### src/rtl/u8d_pkg.sv
// ----------------------------------------------------------------------------
// u8d_pkg
// Shared types, constants and per-byte decode functions of the UTF-8 to
// UTF-16 decoder.
// ----------------------------------------------------------------------------
`default_nettype none

package u8d_pkg;

  // configuration register indexes
  localparam logic CFG_FATAL_MODE = 1'b0;
  localparam logic CFG_KEEP_BOM   = 1'b1;

  localparam logic [15:0] REPLACEMENT_CHAR = 16'hFFFD;
  localparam logic [20:0] BOM_CODE_POINT   = 21'h00FEFF;
  localparam logic [20:0] SUPP_FIRST       = 21'h010000;
  localparam logic [20:0] SUPP_LAST        = 21'h10FFFF;
  localparam logic [15:0] HIGH_SURR_BASE   = 16'hD800;
  localparam logic [15:0] LOW_SURR_BASE    = 16'hDC00;
  localparam logic [7:0]  CONT_LOW         = 8'h80;
  localparam logic [7:0]  CONT_HIGH        = 8'hBF;

  localparam int RESULT_FIFO_DEPTH = 4;
  localparam int RESULT_PTR_W      = $clog2(RESULT_FIFO_DEPTH);

  typedef enum logic [1:0] {
    RC_OK,
    RC_ERR,
    RC_RETRY
  } u8d_rc_t;

  typedef struct packed {
    logic [15:0] code_unit;
    logic        has_unit;
    logic        decode_error;
    logic        stream_end;
  } u8d_result_t;

  typedef struct packed {
    logic [20:0] partial_code;
    logic [1:0]  bytes_needed;
    logic [1:0]  bytes_seen;
    logic [7:0]  next_lower_limit;
    logic [7:0]  next_upper_limit;
    logic        at_stream_start;
    logic        skipping_to_end;
  } u8d_state_t;

  typedef struct packed {
    u8d_state_t           st;
    u8d_result_t [1:0]    res;
    logic [1:0]           count;
    u8d_rc_t              rc;
    logic                 aborted;
  } u8d_ctx_t;

  localparam u8d_state_t STATE_RESET = '{
    partial_code:     21'd0,
    bytes_needed:     2'd0,
    bytes_seen:       2'd0,
    next_lower_limit: CONT_LOW,
    next_upper_limit: CONT_HIGH,
    at_stream_start:  1'b1,
    skipping_to_end:  1'b0
  };

  function automatic u8d_ctx_t clear_seq(input u8d_ctx_t c);
    u8d_ctx_t r;
    r = c;
    r.st.partial_code     = '0;
    r.st.bytes_needed     = '0;
    r.st.bytes_seen       = '0;
    r.st.next_lower_limit = CONT_LOW;
    r.st.next_upper_limit = CONT_HIGH;
    return r;
  endfunction

  // results beyond two are dropped
  function automatic u8d_ctx_t put(input u8d_ctx_t c, input logic [15:0] unit,
                                   input logic has, input logic err);
    u8d_ctx_t r;
    r = c;
    if (r.count < 2'd2) begin
      r.res[r.count[0]].code_unit    = unit;
      r.res[r.count[0]].has_unit     = has;
      r.res[r.count[0]].decode_error = err;
      r.res[r.count[0]].stream_end   = 1'b0;
      r.count = r.count + 2'd1;
    end
    return r;
  endfunction

  function automatic u8d_ctx_t emit_cp(input u8d_ctx_t c, input logic [20:0] cp,
                                       input logic keep_bom);
    u8d_ctx_t    r;
    logic [20:0] v;
    r = c;
    v = cp - SUPP_FIRST;
    if (r.st.at_stream_start && (cp == BOM_CODE_POINT) && !keep_bom) begin
      r.st.at_stream_start = 1'b0;
    end else begin
      r.st.at_stream_start = 1'b0;
      if ((cp >= SUPP_FIRST) && (cp <= SUPP_LAST)) begin
        r = put(r, HIGH_SURR_BASE | {6'd0, v[19:10]}, 1'b1, 1'b0);
        r = put(r, LOW_SURR_BASE | {6'd0, v[9:0]}, 1'b1, 1'b0);
      end else begin
        r = put(r, cp[15:0], 1'b1, 1'b0);
      end
    end
    return r;
  endfunction

  function automatic u8d_ctx_t take_byte(input u8d_ctx_t c, input logic [7:0] b,
                                         input logic keep_bom);
    u8d_ctx_t    r;
    logic [20:0] cp;
    r    = c;
    r.rc = RC_OK;
    cp   = '0;
    if (r.st.bytes_needed == 2'd0) begin
      if (b < 8'h80) begin
        r = emit_cp(r, {13'd0, b}, keep_bom);
      end else if ((b >= 8'hC2) && (b <= 8'hDF)) begin
        r.st.bytes_needed = 2'd1;
        r.st.partial_code = {16'd0, b[4:0]};
      end else if ((b >= 8'hE0) && (b <= 8'hEF)) begin
        if (b == 8'hE0) r.st.next_lower_limit = 8'hA0;
        if (b == 8'hED) r.st.next_upper_limit = 8'h9F;
        r.st.bytes_needed = 2'd2;
        r.st.partial_code = {17'd0, b[3:0]};
      end else if ((b >= 8'hF0) && (b <= 8'hF4)) begin
        if (b == 8'hF0) r.st.next_lower_limit = 8'h90;
        if (b == 8'hF4) r.st.next_upper_limit = 8'h8F;
        r.st.bytes_needed = 2'd3;
        r.st.partial_code = {18'd0, b[2:0]};
      end else begin
        r.rc = RC_ERR;
      end
    end else if ((b < r.st.next_lower_limit) || (b > r.st.next_upper_limit)) begin
      r    = clear_seq(r);
      r.rc = RC_RETRY;
    end else begin
      r.st.next_lower_limit = CONT_LOW;
      r.st.next_upper_limit = CONT_HIGH;
      r.st.partial_code     = {r.st.partial_code[14:0], b[5:0]};
      r.st.bytes_seen       = r.st.bytes_seen + 2'd1;
      if (r.st.bytes_seen == r.st.bytes_needed) begin
        cp = r.st.partial_code;
        r  = clear_seq(r);
        r  = emit_cp(r, cp, keep_bom);
      end
    end
    return r;
  endfunction

  // mark the final result, adding an end marker when nothing came out
  function automatic u8d_ctx_t finish_stream(input u8d_ctx_t c);
    u8d_ctx_t r;
    r = c;
    if (r.count == 2'd0) r = put(r, 16'd0, 1'b0, 1'b0);
    if (r.count == 2'd1) r.res[0].stream_end = 1'b1;
    else                 r.res[1].stream_end = 1'b1;
    r = clear_seq(r);
    r.st.at_stream_start = 1'b1;
    r.st.skipping_to_end = 1'b0;
    return r;
  endfunction

  function automatic u8d_ctx_t report_error(input u8d_ctx_t c, input logic last,
                                            input logic fatal_mode,
                                            input logic keep_bom);
    u8d_ctx_t r;
    r = c;
    if (fatal_mode) begin
      r = put(r, 16'd0, 1'b0, 1'b1);
      r = clear_seq(r);
      if (last) r = finish_stream(r);
      else      r.st.skipping_to_end = 1'b1;
      r.aborted = 1'b1;
    end else begin
      r = emit_cp(r, {5'd0, REPLACEMENT_CHAR}, keep_bom);
    end
    return r;
  endfunction

endpackage

`default_nettype wire

### src/rtl/utf8_to_utf16_decoder_unit.sv
// ----------------------------------------------------------------------------
// utf8_to_utf16_decoder_unit
// Streaming UTF-8 to UTF-16 decoder with replacement, fatal and BOM handling.
// ----------------------------------------------------------------------------
//   channel  direction  handshake              payload
//   in       sink       in_valid / in_ready    byte_value, last_byte
//   out      source     out_valid / out_ready  code_unit, has_unit,
//                                              decode_error, stream_end
//   cfg      sink       cfg_valid / cfg_ready  cfg_index, cfg_data
//
// A byte is held in the input register, decoded and pushed into a four-entry
// result queue; a new byte can enter every cycle while the queue has room.
// Each byte gives zero to two results; the queue drains one per cycle while
// out_ready is high, so a byte that makes a surrogate pair needs two pops.
// The input register holds while the queue has fewer than two free entries.
// Reset clears the decoder state and both configuration registers; cfg_ready
// is always high.
// ----------------------------------------------------------------------------
`default_nettype none

module utf8_to_utf16_decoder_unit (
  input  wire         clk,
  input  wire         rst,
  input  wire         in_valid,
  output logic        in_ready,
  input  wire [7:0]   byte_value,
  input  wire         last_byte,
  output logic        out_valid,
  input  wire         out_ready,
  output logic [15:0] code_unit,
  output logic        has_unit,
  output logic        decode_error,
  output logic        stream_end,
  input  wire         cfg_valid,
  output logic        cfg_ready,
  input  wire         cfg_index,
  input  wire         cfg_data
);

  localparam int PtrW = u8d_pkg::RESULT_PTR_W;

  logic                   fatal_mode;
  logic                   keep_bom;
  u8d_pkg::u8d_state_t    st;
  logic                   in_q_valid;
  logic [7:0]             in_q_byte;
  logic                   in_q_last;
  u8d_pkg::u8d_ctx_t      ctx;
  logic                   commit;
  logic                   pop;
  u8d_pkg::u8d_result_t   fifo [u8d_pkg::RESULT_FIFO_DEPTH];
  logic [PtrW-1:0]        wr_ptr;
  logic [PtrW-1:0]        rd_ptr;
  logic [PtrW:0]          fill;
  logic [PtrW:0]          fill_next;
  logic [PtrW-1:0]        wr_ptr_inc;

  assign cfg_ready = 1'b1;

  always_ff @(posedge clk) begin
    if (rst) begin
      fatal_mode <= 1'b0;
      keep_bom   <= 1'b0;
    end else if (cfg_valid) begin
      unique case (cfg_index)
        u8d_pkg::CFG_FATAL_MODE: fatal_mode <= cfg_data;
        u8d_pkg::CFG_KEEP_BOM:   keep_bom   <= cfg_data;
        default: ;
      endcase
    end
  end

  // room for the worst case of two results
  assign commit   = in_q_valid &&
                    (fill <= (PtrW+1)'(u8d_pkg::RESULT_FIFO_DEPTH - 2));
  assign in_ready = !in_q_valid || commit;

  always_ff @(posedge clk) begin
    if (rst) begin
      in_q_valid <= 1'b0;
    end else if (in_ready) begin
      in_q_valid <= in_valid;
    end
  end

  always_ff @(posedge clk) begin
    if (in_valid && in_ready) begin
      in_q_byte <= byte_value;
      in_q_last <= last_byte;
    end
  end

  u8d_step u_step (
    .st         (st),
    .byte_value (in_q_byte),
    .last_byte  (in_q_last),
    .fatal_mode (fatal_mode),
    .keep_bom   (keep_bom),
    .ctx        (ctx)
  );

  always_ff @(posedge clk) begin
    if (rst) begin
      st <= u8d_pkg::STATE_RESET;
    end else if (commit) begin
      st <= ctx.st;
    end
  end

  // result queue
  assign pop        = out_valid && out_ready;
  assign wr_ptr_inc = wr_ptr + PtrW'(1);

  always_comb begin
    fill_next = fill;
    if (commit) fill_next = fill_next + (PtrW+1)'(ctx.count);
    if (pop)    fill_next = fill_next - (PtrW+1)'(1);
  end

  always_ff @(posedge clk) begin
    if (rst) begin
      wr_ptr <= '0;
      rd_ptr <= '0;
      fill   <= '0;
    end else begin
      fill <= fill_next;
      if (commit) wr_ptr <= wr_ptr + PtrW'(ctx.count);
      if (pop)    rd_ptr <= rd_ptr + PtrW'(1);
    end
  end

  always_ff @(posedge clk) begin
    if (commit) begin
      if (ctx.count != 2'd0) fifo[wr_ptr]     <= ctx.res[0];
      if (ctx.count == 2'd2) fifo[wr_ptr_inc] <= ctx.res[1];
    end
  end

  assign out_valid    = (fill != '0);
  assign code_unit    = fifo[rd_ptr].code_unit;
  assign has_unit     = fifo[rd_ptr].has_unit;
  assign decode_error = fifo[rd_ptr].decode_error;
  assign stream_end   = fifo[rd_ptr].stream_end;

endmodule

`default_nettype wire

### src/rtl/u8d_step.sv
// ----------------------------------------------------------------------------
// u8d_step
// Combinational decode of one byte: next decoder state and up to two results.
// ----------------------------------------------------------------------------
`default_nettype none

module u8d_step (
  input  wire u8d_pkg::u8d_state_t st,
  input  wire logic [7:0]          byte_value,
  input  wire logic                last_byte,
  input  wire logic                fatal_mode,
  input  wire logic                keep_bom,
  output u8d_pkg::u8d_ctx_t        ctx
);

  always_comb begin
    ctx         = '0;
    ctx.st      = st;
    ctx.rc      = u8d_pkg::RC_OK;
    ctx.aborted = 1'b0;
    if (st.skipping_to_end) begin
      // aborted stream: swallow bytes until the last one
      if (last_byte) ctx = u8d_pkg::finish_stream(ctx);
    end else begin
      ctx = u8d_pkg::take_byte(ctx, byte_value, keep_bom);
      if (ctx.rc != u8d_pkg::RC_OK) begin
        if (ctx.rc == u8d_pkg::RC_RETRY) begin
          ctx = u8d_pkg::report_error(ctx, last_byte, fatal_mode, keep_bom);
          if (!ctx.aborted) begin
            // bad continuation byte gets a second look as a leader
            ctx = u8d_pkg::take_byte(ctx, byte_value, keep_bom);
            if (ctx.rc != u8d_pkg::RC_OK)
              ctx = u8d_pkg::report_error(ctx, last_byte, fatal_mode, keep_bom);
          end
        end else begin
          ctx = u8d_pkg::report_error(ctx, last_byte, fatal_mode, keep_bom);
        end
      end
      if (!ctx.aborted && last_byte) begin
        if (ctx.st.bytes_needed != 2'd0) begin
          // truncated sequence at end of stream
          ctx = u8d_pkg::clear_seq(ctx);
          ctx = u8d_pkg::report_error(ctx, last_byte, fatal_mode, keep_bom);
        end
        if (!ctx.aborted) ctx = u8d_pkg::finish_stream(ctx);
      end
    end
  end

endmodule

`default_nettype wire
### config.mk
export PLATFORM = sky130hd
export DESIGN_NAME = utf8_to_utf16_decoder_unit
export DESIGN_NICKNAME = d
export VERILOG_FILES = /design/src/rtl/u8d_pkg.sv /design/src/rtl/utf8_to_utf16_decoder_unit.sv /design/src/rtl/u8d_step.sv
export SDC_FILE = /design/constraint.sdc
export NUM_CORES = 1
export LEC_CHECK = 0
export BUFFER_PORTS_ARGS = -buffer_cell sky130_fd_sc_hd__buf_2
export CELL_PAD_IN_SITES_DETAIL_PLACEMENT = 0
export CELL_PAD_IN_SITES_GLOBAL_PLACEMENT = 1
export CORE_MARGIN = 8
export CORE_UTILIZATION = 53
export CTS_CLUSTER_SIZE = 16
export DETAILED_ROUTE_END_ITERATION = 10
export GPL_TIMING_DRIVEN = 0
export PLACE_DENSITY_LB_ADDON = 0.1
export SLEW_MARGIN = 20
export SYNTH_ARGS = -nofsm -noshare
export SYNTH_HDL_FRONTEND = slang
export SYNTH_SLANG_ARGS = --single-unit
export TNS_END_PERCENT = 100
### constraint.sdc
create_clock -name clk -period 24.5 [get_ports clk]
set_input_delay 4.9 -clock clk [delete_from_list [all_inputs] [get_ports clk]]
set_output_delay 4.9 -clock clk [all_outputs]
set_load 0.02 [all_outputs]
==> metrics, run 1 <==
TNS Setup=0 ps; post-route ant nets=0; Mapped Cells=1,093; CP top delay family=compound AO/OA/AOI/OAI gates; endpoints failing setup=0; Post-CTS Setup Inserts=0; Post-CTS Hold Fix Bufs=0; Seq. cell area=3530 um^2; DP Area=10,400 um^2; Synth area leader=edfxtp_1; die width=152 um; Clock power frac=32.2%; final worst slack=15,290 ps; fin crit period=9210 ps; vias=9,191; mapped cell area=9850 um^2; Syn Area/Cell=9.01 um^2; Buf/Inv on CP=6; H-tree depth=4; Least-Margin Pin Slew=1010 ps; Post-synth EDFFs=85; first-pass GRT wire length=52,200 um; top cell type's share of synthesized area=25.9%; sequential-to-total area share from yosys stat=35.9%; Fin. Hold Viols=0; Slew Viols, Final=0; Internal=0.503 mW; unrepaired setup endpoints after global routing=no; Setup crit start kind=flip-flop; Primary FF master, synth=edfxtp_1; antenna violations before repair=0; status=finished, final reports clean; largest cells by area after synthesis=edfxtp_1 26%, dfxtp_1 10%, ha_1 5.8%; largest net degree at the start of global routing=20; critical path type=reg -> reg; CTS buffer count=17; Sw Pwr=0.292 mW; Max IR drop VDD=0.0503 mV; Starting Density=53.4%; commonest cells in the netlist=129 x nand2_1, 90 x nor2_1, 86 x o21ai_0; slowest stage delay, CP=600 ps; # DRC=0; Layout Skew=10.3 ps; FMAX=109 MHz; GRT overflow=0; die height=152 um; YS warnings=0; Post-Layout Inst Area=11,000 um^2; CTS resizes=0; Port Buf Inserts=36; synth unique cells=100; area occupied by multi-input gates=5840 um^2; DIE AREA=23,200 um^2; sequential share of power=34.9%; critical path peak fanout=10; Area Growth Syn to Fin=11.3%; Via density=6.57; Critical Path RT=24,850 ps; drt pass-1 iters=6; most frequent CP cell=ha_1; clock-pin slew on the worst setup and hold paths=70 ps; Ant. Diodes=0; area of the core=18,500 um^2; dpl hpwl=25,000 um; Tcrit/Tclk final=37.6%; Clock Path Buffers=2; GPL Wtd Cong=1.00; TritonCTS clock tree=yes; most frequent cell after synthesis=nand2_1; # rows=50; Setup WS pre-CTS=15,510 ps; share of cells above drive strength 1=14.8%; Hold WC Path Type=reg -> reg; Layout Nets=1,214; number of global-route vias before repair=8,887; Max Cap Viol=0; Worst setup EP type=flip-flop; clock root cell=clkbuf_16; Net Count, Synth=1,156; total track usage=28.7%; clock sink total=134; latest clock arrival within the worst-skew pair=440 ps; Sw Ratio=36.7%; Power Density=72.5 nW/um^2; Slew headroom=32.0%; IO Pins=38; WL/cell=24.0 um; total wire length=33,600 um; WP data arrival=9550 ps; Gate power share=32.9%; Slowest-stage cell, CP=a32oi_1; Seq cells post-synth=134; DRT iter0 DRCs=957; P_leak=4.00 nW; fillers=1,684; fraction of registers with async set or reset after synthesis=0%
-- sequential cells by signal, indices dropped and copies added, names as in the netlist, named ones only --
name        cells
fifo           76
st             37
in_q_byte       8
fill            3
rd_ptr          2
wr_ptr          2
fatal_mode      1
in_q_last       1
in_q_valid      1
keep_bom        1
-- cell usage in the layout, fill, tap and decap left out, types with 8 or more instances in the layout --
cell	netlist	final
o21ai_1	16	17
nand3_1	29	29
xnor2_1	8	8
clkbuf_1	43	44
and2_1	17	17
clkbuf_16	0	17
o211ai_1	11	11
a21oi_1	67	65
ha_1	46	46
a22oi_1	16	16
inv_1	44	44
nor2_1	90	90
mux2i_1	36	36
a211oi_1	16	16
buf_2	16	52
nand4_1	13	13
and3_1	10	10
dfxtp_1	49	49
nand2_1	129	129
nand2b_1	9	9
a31oi_1	16	16
mux4_2	19	19
nor3_1	26	25
edfxtp_1	85	85
o21ai_0	86	85
or3_1	12	12
a221oi_1	11	11
-- cell families after synthesis --
logic type	share of synthesized area [%]
AND/OR/NAND/NOR	18.7
AO/OA/AOI/OAI	24.6
flip-flops	35.9
buffers and inverters	5.28
multiplexers	8.57
adder cells (fa/ha/maj)	6.04
XOR/XNOR	0.889
other	0.0381
-- through the flow --
step | util (%) | power [mW] | hold slack [ps] | std cells
after floorplan | - | 0.463 | 403 | 1093
after global placement | 56.0 | 0.534 | 416 | 1363
after detailed placement | 56.3 | 0.541 | 424 | 1366
after CTS | 59.4 | 0.795 | 440 | 1398
after global routing | 59.4 | 0.828 | 458 | 1398
final | 59.4 | 0.795 | 436 | 1398
-- worst reg2reg max path, delay by kind of cell (launching register included) --
family	cells	cell delay [ps]
compound gates	12	3140
mux	2	420
simple gates	11	1870
buf+inv	6	1300
fa+ha+maj	7	1920
flops	1	450
-- area by class of cell --
cell class | count | share of cell area, %
Multi-Input combinational cell | 839 | 53.3
Sequential cell | 134 | 32.2
Clock buffer | 18 | 3.91
Buffer | 75 | 3.18
Tap cell | 234 | 2.67
Timing Repair Buffer | 39 | 1.95
Inverter | 45 | 1.56
Clock inverter | 14 | 1.27
-- per-layer routing --
layer,GRT usage (%),vias up,routed length (um)
li1,-,4250,-
met1,35.2,4330,13700
met2,47.6,491,15700
met3,5.30,120,2530
met4,14.6,0,1680
met5,0,-,0
-- path summary, 6_finish.rpt --
check          startpoint       to  slack, ps  cells after the start
max reg2reg  in_q_byte[0]  fill[1]      15290                     38
max          in_q_byte[0]  fill[1]      15290                     38
min                st[17]   st[17]        440                      2
min reg2reg        st[17]   st[17]        440                      2
-- power groups by stage --
stage	Sequential, mW	Combinational, mW	Clock, mW
after global placement	0.282	0.251	0
after floorplan	0.279	0.184	0
after detailed placement	0.283	0.258	0
after CTS	0.278	0.260	0.257
after global routing	0.279	0.283	0.266
final	0.278	0.261	0.256
Note: power is estimated with default switching activity, not from simulation.
==> run 2: changes to the inputs <==
CORE_UTILIZATION = 44   (was 53)
clock period = 8 ns   (was 24.5 ns; I/O delays follow)
==> run 2 against run 1 <==
Net effect: sequential power rose to 3.0 times the previous value; sequential cell count unchanged; final cell count up 5.1%; worst hold slack better by 3.2 ps; cell area rose by 4.1%.
==> metrics, run 2 (synthesis results as in run 1) <==
IO Pins=38; Clock Path Buffers=2; Layout Nets=1,240; WL/cell=23.5 um; dpl hpwl=25,600 um; latest clock arrival within the worst-skew pair=440 ps; Layout Skew=19.6 ps; Inst Count DP=1,411; Area Growth Syn to Fin=15.9%; clock-pin slew on the worst setup and hold paths=70 ps; clock root cell=clkbuf_16; Max IR drop VDD=0.145 mV; WP data arrival=8010 ps; status=finished, final reports clean; clock sink total=134; Largest regs=fifo x76, st x37, in_q_byte x8; post-route ant nets=0; share of cells above drive strength 1=18.2%; max reg flops=76; most frequent cells in the layout=128 x nand2_1, 86 x nor2_1, 85 x edfxtp_1; Setup WS pre-CTS=-997 ps; Fin. Hold Viols=0; Tcrit/Tclk final=95.8%; Power Density=220 nW/um^2; Ant. Diodes=0; fin util=52.2%; fin crit period=7660 ps; critical path peak fanout=10; Port Buf Inserts=36; Design Power=2.51 mW; # rows=54; Slew Viols, Final=0; TNS Setup=0 ps; slowest stage delay, CP=520 ps; critical path type=reg -> reg; Max Cap Viol=0; Buf/Inv on CP=6; DRT iter0 DRCs=1,002; Least-Margin Pin Slew=1080 ps; Hold WC Path Type=reg -> reg; Slew headroom=27.5%; area of the core=21,900 um^2; TritonCTS clock tree=yes; Setup crit start kind=flip-flop; most common cell after layout, fill and taps aside=nand2_1; die height=166 um; H-tree depth=4; Slowest-stage cell, CP=nor4_2; Worst setup EP type=flip-flop; WL met3=2190 um; Final Instance Count excl. Fillers=1,469; DIE AREA=27,400 um^2; max layer used=met5; antenna violations before repair=1; Post-CTS Hold Fix Bufs=0; # DRC=0; CP top delay family=adder cells; Via density=6.20; drt pass-1 iters=5; vias=9,114; number of global-route vias before repair=8,741; endpoints failing setup=0; largest net degree at the start of global routing=20; most frequent CP cell=ha_1; Starting Density=45.0%; Critical Path RT=8350 ps; total track usage=24.1%; first-pass GRT wire length=52,300 um; Top reg by flops=fifo; total wire length=34,500 um; FMAX=131 MHz; metal2 WL=16,200 um; GRT overflow=0; final worst slack=337 ps; GPL Wtd Cong=0.969; WL met1=14,900 um; die width=166 um; P_leak=4.18 nW; CTS buffer count=17
[run 2: stage by stage]
stage,cell area [um^2],hold WS [ps]
final,11400,439
after global routing,11400,480
after CTS,11200,440
after detailed placement,10500,423
after global placement,10400,419
after floorplan,9850,403
[run 2: tightest hold or removal path: stages (launching register included)]
cell     delay, ps
dfxtp_1        310
inv_1           50
nand2_1         50
[run 2: final cells by class]
cell class              instances  area (um^2)
plain buffers                  75          369
multi-input cells             839         5980
clock inverters                14          176
repair buffers                 65          405
inverters                      45          175
well taps                     280          350
clock buffers                  17          425
fillers                      2087        10500
flip-flops and latches        134         3530
[run 2: where the power goes]
| part | switching (mW) | internal (mW) | leakage, nW | total (mW) |
|---|---|---|---|---|
| combinational | 0.532 | 0.309 | 2.71 | 0.842 |
| sequential | 0.0248 | 0.819 | 1.18 | 0.844 |
| clock | 0.335 | 0.492 | 0.292 | 0.827 |
| total | 0.892 | 1.62 | 4.18 | 2.51 |
[run 2: metal layers]
metal / global-route usage (%) / up-vias
met5: 0 / -
met4: 10.5 / 2
met3: 4.64 / 79
met2: 38.8 / 374
met1: 30.8 / 4359
li1: - / 4300
[run 2: timing repair]
action	in CTS	in global routing
gates resized for setup	14	29
cloned	0	0
setup buffers	9	18
pin swaps	2	5
setup endpoints to repair	157	122
[run 2: worst paths after layout]
| kind | from | to | slack, ps | cells after the start |
|---|---|---|---|---|
| max reg2reg | in_q_byte[1] | fill[1] | 340 | 31 |
| min | st[17] | st[17] | 440 | 2 |
| max | in_q_byte[1] | fill[1] | 340 | 31 |
| min reg2reg | st[17] | st[17] | 440 | 2 |
